[config.mk]
export PLATFORM = sky130hd
export DESIGN_NAME = bria_ffz
export DESIGN_NICKNAME = d
export VERILOG_FILES = /design/src/rtl/core/bria_pkg.sv /design/src/rtl/core/bria_ffz.sv
export SDC_FILE = /design/constraint.sdc
export NUM_CORES = 1
export LEC_CHECK = 0
export BUFFER_PORTS_ARGS = -buffer_cell sky130_fd_sc_hd__buf_2
export CAP_MARGIN = 20
export CORE_AREA = 2 2 79 81
export DETAILED_ROUTE_END_ITERATION = 10
export DIE_AREA = 0 0 81 83
export GPL_TIMING_DRIVEN = 0
export PLACE_DENSITY = 0.81
export SETUP_SLACK_MARGIN = 0.05
export SLEW_MARGIN = 20
export SYNTH_ARGS = -nofsm -noshare
export SYNTH_HDL_FRONTEND = slang
export SYNTH_SLANG_ARGS = --single-unit
[constraint.sdc]
create_clock -name vclk -period 10.2
set_input_delay 1.53 -clock vclk [all_inputs]
set_output_delay 1.53 -clock vclk [all_outputs]
set_load 0.1 [all_outputs]
[src/rtl/core/bria_pkg.sv]
// Package for the bitmap range identifier allocator: constants, codes and shared types.
package bria_pkg;

  localparam int unsigned NUM_IDS   = 65536;
  localparam int unsigned ID_W      = 16;
  localparam int unsigned GRP_W     = 8;
  localparam int unsigned GRP_N     = 8;
  localparam int unsigned GRP_AW    = $clog2(GRP_N);
  localparam int unsigned GBIT_AW   = $clog2(GRP_W);
  localparam int unsigned WORD_W    = GRP_N * GRP_W;
  localparam int unsigned BIT_W     = $clog2(WORD_W);
  localparam int unsigned MAP_WORDS = (NUM_IDS + WORD_W - 1) / WORD_W;
  localparam int unsigned WAW       = (MAP_WORDS > 1) ? $clog2(MAP_WORDS) : 1;

  typedef enum logic [1:0] {
    OP_ACQUIRE = 2'd0,
    OP_RELEASE = 2'd1,
    OP_MARK    = 2'd2,
    OP_NOP     = 2'd3
  } op_e;

  typedef enum logic [1:0] {
    ST_OK        = 2'd0,
    ST_NO_FREE   = 2'd1,
    ST_USED      = 2'd2,
    ST_BAD_RANGE = 2'd3
  } status_e;

  typedef enum logic [2:0] {
    S_CLEAR,
    S_IDLE,
    S_START,
    S_READ,
    S_CHECK,
    S_WRITE,
    S_FINISH
  } state_e;

  typedef struct packed {
    logic             found;
    logic [BIT_W-1:0] pos;
  } ffz_t;

endpackage

[src/rtl/core/bria_ffz.sv]
// Find-first-zero unit: lowest clear bit of a map word after range masking.
module bria_ffz
  import bria_pkg::*;
(
  input  logic [WORD_W-1:0] word_i,
  input  logic [WORD_W-1:0] lo_mask_i,
  input  logic              use_lo_i,
  input  logic [WORD_W-1:0] hi_mask_i,
  input  logic              use_hi_i,
  output ffz_t              res_o
);

  logic [WORD_W-1:0]  scan;
  logic [GRP_N-1:0]   grp_zero;
  logic [GRP_AW-1:0]  sel_grp;
  logic [GRP_W-1:0]   grp_bits;
  logic [GBIT_AW-1:0] sel_bit;

  // Out-of-range bits are forced to "used" so they never win.
  assign scan = word_i | (use_lo_i ? lo_mask_i : '0) | (use_hi_i ? hi_mask_i : '0);

  always_comb begin
    for (int g = 0; g < GRP_N; g++) begin
      grp_zero[g] = ~&scan[g*GRP_W +: GRP_W];
    end
  end

  always_comb begin
    sel_grp = '0;
    for (int g = GRP_N - 1; g >= 0; g--) begin
      if (grp_zero[g]) begin
        sel_grp = GRP_AW'(g);
      end
    end
  end

  assign grp_bits = scan[{sel_grp, {GBIT_AW{1'b0}}} +: GRP_W];

  always_comb begin
    sel_bit = '0;
    for (int b = GRP_W - 1; b >= 0; b--) begin
      if (!grp_bits[b]) begin
        sel_bit = GBIT_AW'(b);
      end
    end
  end

  assign res_o.found = |grp_zero;
  assign res_o.pos   = {sel_grp, sel_bit};

endmodule

# Word level (Yosys, flattened, before mapping)
# Index checks and enable logic that the tools add are counted.
[op_classes]
n_shift = 1
muxes = 18
n_bitwise = 2
reduce_logical = 17
[ops]
columns = ["operator", "n"]
rows = [
  ["$mux W64", 2],
  ["$or A64 B64 Y64", 2],
  ["$reduce_and A8 Y1", 8],
  ["$shiftx A64 B7 Y8", 1],
  ["$mux W3", 16],
  ["$logic_not A1 Y1", 8],
  ["$reduce_or A8 Y1", 1],
]
[totals]
ff_bits = 0
input_bits = 194
out_inout_bits = 7
elab_cells = 38

# Depth between registers and ports, before layout
# Gate-level depths: netlist of run 1.
[depth]
word_depth = 21
depth_mapped = 14
mapped_depth_nobuf = 10

# Worst setup path before layout of run 1
# OpenSTA, ideal clock, no wires.
[synth_path]
path_kind = "input port to output port"
startpoint = "input use_lo_i"
endpoint = "output res_o[2] (netlist name)"
arrival_time_ps = 7109
required_ps = 8670
path_slack_ps = 1561
path_stages = 11
n_path_buf = 1
cell_sequence = "buf_6 -> a221oi_1 -> or4_4 -> o211ai_2 -> a2111oi_4 -> nor2_2 -> inv_2 -> a221oi_1 -> o31ai_1 -> or3_1 -> nor4_1"
[synth_lines]
columns = ["element", "line_no", "source"]
rows = [
  ["from (decl)", "bria_ffz.sv:7", "input logic use_lo_i,"],
  ["to (decl)", "bria_ffz.sv:10", "output ffz_t res_o"],
]

==> flow_metrics.env, run 1 <==
export IMPL_status="finished clean"
export IMPL_place_gp_congestion=0.873
export IMPL_antenna_found_initial=0
export IMPL_drc=0
export IMPL_worst_slack_ns=3.41
export IMPL_grt_pass1_vias=2729
export IMPL_grt_pass1_wl_um=13200
export IMPL_dp_cells=472
export IMPL_dieArea_um2=6720
export IMPL_required_ns=8.67
export IMPL_stdcell_count=472
export IMPL_start_util=0.284
export IMPL_fin_tns_setup_ns=0
export IMPL_syn_inst=198
export IMPL_grt_overflow_total=0
export IMPL_post_cts_setup_buffers=0
export IMPL_seq_area_frac_synth=0
export IMPL_ant_nets=0
export IMPL_powerDensity_nw_per_um2=45.9
export IMPL_grt_max_degree=11
export IMPL_cp_start_kind="input port"
export IMPL_nFillCells=606
export IMPL_p_leak_nw=1.27
export IMPL_via_count=2781
export IMPL_cap_violations=0
export IMPL_nNetsFinal=593
export IMPL_dpl_cell_area_um2=2740
export IMPL_seq_cells=0
export IMPL_ios=201
export IMPL_ctsResizeCount=0
export IMPL_cp_max_fo=10
export IMPL_fmax_mhz=147
export IMPL_synth_area_um2=1650
export IMPL_clock_buffers=0
export IMPL_detail_route_vias_per_cell=5.89
export IMPL_area_growth_syn_to_layout_pct=66.1
export IMPL_die_h_um=83
export IMPL_finish_instance_area_um2=2740
export IMPL_hold_path_class="in -> out"
export IMPL_cts_hold_fix_buffers=0
export IMPL_tightest_slew_ns=0.731
export IMPL_drtIter0Drc=177
export IMPL_post_route_util=0.471
export IMPL_die_w_um=81
export IMPL_synth_top_cell_by_area="a221oi_1"
export IMPL_drt_pass1_iter_count=4
export IMPL_hold_viol=0
export IMPL_synth_nets=392
export IMPL_layout_min_cycle_time_ns=6.79
export IMPL_route_detailed_wl_per_inst_um=18.6
export IMPL_io_buffer_count=199
export IMPL_drive_gt1_frac=0.602
export IMPL_fp_coreArea_um2=5820
export IMPL_peakVddDrop_mv=0.0216
export IMPL_arrival_ns=5.26
export IMPL_slew_headroom=0.508
export IMPL_dp_hpwl_um=7770
export IMPL_avgSynthCellArea_um2=8.33
export IMPL_finalSetupViolations=0
export IMPL_whs_ns=3.85
export IMPL_power_total_mw=0.126
export IMPL_slew_viol_final=0
export IMPL_synthTopCellsByArea="a221oi_1, buf_6, a21oi_1, a221oi_2, nor4_1"
export IMPL_fin_crit_sh=0.666
export IMPL_n_antenna_cell=0
export IMPL_regArea_um2=0
export IMPL_pre_cts_ws_ns=3.39
export IMPL_rows=28
export IMPL_yosysWarningCount=0
export IMPL_rsz0062_at_grt="false"
export IMPL_synth_top_area_frac=0.324
export IMPL_crit_type="in -> out"
export IMPL_ys_types=51
export IMPL_track_usage=0.246
export IMPL_wl_um=8790
export IMPL_final_common_cell="buf_2"
export IMPL_end_kind="output port"
export IMPL_final_cell_mix="buf_2, a221oi_1, a21oi_1, buf_6, nor4_1"
==> power by group <==
group | switching (mW) | internal (mW)
clock network | 0 | 0
logic | 0.0687 | 0.0569
registers | 0 | 0
total | 0.0687 | 0.0569
==> worst max-delay path: stages <==
cell	delay, ns
buf_6	0.11
buf_6	0.15
a221oi_1	0.12
nor4_1	0.68
nand4_1	0.33
o211a_1	0.30
buf_6	0.14
a21o_1	0.19
a221oi_1	0.38
o31ai_1	0.15
or3_1	0.41
nor4_1	0.28
buf_2	0.48
==> layer usage <==
metal  routed length [µm]  global-route usage  vias to the layer above
li1                     -                   -                     1345
met4                   47              0.0108                        0
met3                  689              0.0196                        4
met2                 4550               0.482                      143
met5                    0                   0                        -
met1                 3500               0.296                     1289
==> synth_stat cells (all sizes together), types with 3 or more instances <==
| master | number |
|---|---|
| and2 | 4 |
| nand4 | 3 |
| o211a | 4 |
| a221oi | 66 |
| a21oi | 19 |
| or4 | 5 |
| nor2 | 3 |
| o211ai | 4 |
| inv | 3 |
| nand3 | 6 |
| o21ai | 5 |
| nand2 | 7 |
| o31ai | 4 |
| nand2b | 3 |
| nor4 | 14 |
| buf | 16 |
| a21o | 3 |
==> final timing paths <==
kind	from	to	slack, ns	cells after the start
setup / recovery	use_lo_i	res_o[2]	3.41	13
hold / removal	word_i[3]	res_o[1]	3.85	6
==> cells by family after synthesis <==
logic type      synth area share
simple gates               0.231
buf+inv                    0.118
compound gates             0.624
mux                       0.0266
==> final cells by class <==
cell class	instances	area [µm²]	share of cell area
repair buffers	199	996	0.364
multi-input cells	178	1450	0.531
inverters	3	11.3	0.00411
well taps	75	93.8	0.0343
plain buffers	17	184	0.0672
No activity file was read; power rests on OpenSTA's default activity.
==> inputs of run 2 (changes only) <==
- ABC_AREA: not set -> 1
- CORE_AREA: 2 2 79 81 -> 2 2 80 82
- DIE_AREA: 0 0 81 83 -> 0 0 82 84
- PLACE_DENSITY: 0.81 -> 0.89
- clock period: 10.2 -> 6.2 ns (I/O delays scaled with it)
==> flow_metrics.env, run 2 <==
export IMPL_p_leak_nw=1.83
export IMPL_final_cell_mix="nand2_1, buf_2, a21oi_1, nand3_1, nor2_1"
export IMPL_synth_nets=601
export IMPL_via_count=3359
export IMPL_drt_pass1_iter_count=4
export IMPL_dieArea_um2=6890
export IMPL_required_ns=5.27
export IMPL_die_h_um=84
export IMPL_end_kind="output port"
export IMPL_cp_max_fo=10
export IMPL_post_route_util=0.506
export IMPL_seq_cells=0
export IMPL_drtIter0Drc=127
export IMPL_tightest_slew_ns=0.492
export IMPL_hold_viol=0
export IMPL_crit_slowest_cell="buf_2"
export IMPL_cap_violations=0
export IMPL_fp_coreArea_um2=6100
export IMPL_drc=0
export IMPL_synth_top_cell_by_area="nand2_1"
export IMPL_worstPathBufferInverterCount=5
export IMPL_ios=201
export IMPL_holdCritStartpoint="hi_mask_i[5]"
export IMPL_wl_um=8960
export IMPL_final_common_cell="nand2_1"
export IMPL_ys_types=32
export IMPL_grt_overflow_total=0
export IMPL_post_cts_setup_buffers=0
export IMPL_synth_area_um2=1990
export IMPL_grt_pass1_wl_um=13600
export IMPL_arrival_ns=3.69
export IMPL_avgSynthCellArea_um2=4.90
export IMPL_cp_top_family="simple AND/OR/NAND/NOR gates"
export IMPL_crit_type="in -> out"
export IMPL_power_total_mw=0.230
export IMPL_synth_most_common_cell="nand2_1"
export IMPL_die_w_um=82
export IMPL_rsz0062_at_grt="false"
export IMPL_powerDensity_nw_per_um2=74.5
export IMPL_layout_min_cycle_time_ns=4.62
export IMPL_track_usage=0.248
export IMPL_fmax_mhz=217
export IMPL_min_path_cells=8
export IMPL_route_detailed_wl_per_inst_um=13.1
export IMPL_rows=29
export IMPL_synthTopCellsByArea="nand2_1, a21oi_1, buf_6, nand3_1, nand3b_1"
export IMPL_dp_hpwl_um=7850
export IMPL_clock_buffers=0
export IMPL_cts_hold_fix_buffers=0
export IMPL_ctsResizeCount=0
export IMPL_synthTopCellsByCount="nand2_1, a21oi_1, nand3_1"
export IMPL_peakVddDrop_mv=0.0431
export IMPL_drive_gt1_frac=0.389
export IMPL_start_util=0.327
export IMPL_regArea_um2=0
export IMPL_synth_top_area_frac=0.403
export IMPL_yosysWarningCount=0
export IMPL_place_gp_congestion=0.915
export IMPL_fin_crit_sh=0.745
export IMPL_area_growth_syn_to_layout_pct=54.8
export IMPL_slew_headroom=0.674
export IMPL_status="finished clean"
export IMPL_syn_inst=407
export IMPL_cp_start_kind="input port"
export IMPL_io_buffer_count=199
export IMPL_nNetsFinal=802
export IMPL_detail_route_vias_per_cell=4.92
export IMPL_hold_path_end="res_o[1]"
export IMPL_fin_tns_setup_ns=0
export IMPL_cpMostUsedCell="nand2_1"
export IMPL_crit_cells=21
export IMPL_grt_pass1_vias=3202
export IMPL_hold_path_class="in -> out"
export IMPL_seq_area_frac_synth=0
export IMPL_finalSetupViolations=0
export IMPL_crit_path_max_incr_delay_ns=0.44
export IMPL_antenna_found_initial=0
export IMPL_slew_viol_final=0
export IMPL_cp_cell_sequence="buf_6, buf_6, buf_6, nand2_1, nand2_1, nand2_1, nor2_1, nand2_1, nor4_4, nand2_1, nand2_1, buf_6, o211ai_1, o21ai_1, nand2_1, nand2_1, nand2_1, nand2_1, nand2_1, a21oi_1, buf_2"
export IMPL_n_antenna_cell=0
export IMPL_ant_nets=0
export IMPL_grt_max_degree=11
-- run 2: cell type report --
type / instances / area, µm²
fillers: 664 / 3010
multi-input cells: 370 / 1710
repair buffers: 199 / 996
plain buffers: 21 / 226
well taps: 77 / 96.3
inverters: 16 / 60.1
-- run 2: metal layers --
layer  wire length (µm)  GRT usage
met5                  0          0
met1               3500      0.269
met4                221     0.0682
met2               4460      0.488
met3                776     0.0216
-- run 2: how the worst max path moves through the flow --
| stage | startpoint | to | slack (ns) |
|---|---|---|---|
| floorplan | use_lo_i | res_o[0] | 0.78 |
| global placement | use_hi_i | res_o[0] | 1.59 |
| detailed placement | use_hi_i | res_o[0] | 1.61 |
| CTS | use_hi_i | res_o[0] | 1.61 |
| global route | use_hi_i | res_o[0] | 1.30 |
| finish | use_hi_i | res_o[0] | 1.58 |
-- run 2: power by group --
part	switching (mW)	internal (mW)	leakage, nW	total [mW]
Combinational	0.133	0.0973	1.83	0.230
Sequential	0	0	0	0
Clock	0	0	0	0
Total	0.133	0.0973	1.83	0.230
-- run 2: stage by stage --
step,area [µm²],hold WS (ns),std cells,setup WS (ns)
6_report,3090,2.73,683,1.58
3_3_place_gp,3090,2.71,683,1.59
4_1_cts,3090,2.72,683,1.61
2_1_floorplan,1990,2.36,407,0.778
5_1_grt,3090,2.81,683,1.30
3_5_place_dp,3090,2.71,683,1.61
-- run 2: cell families (layout without fill, tap and decap cells) --
logic type,after synthesis,count (layout),share of synthesized area
and+or+nand+nor,290,290,0.641
AOI/OAI and AO/OA,80,80,0.215
buffers and inverters,37,236,0.144
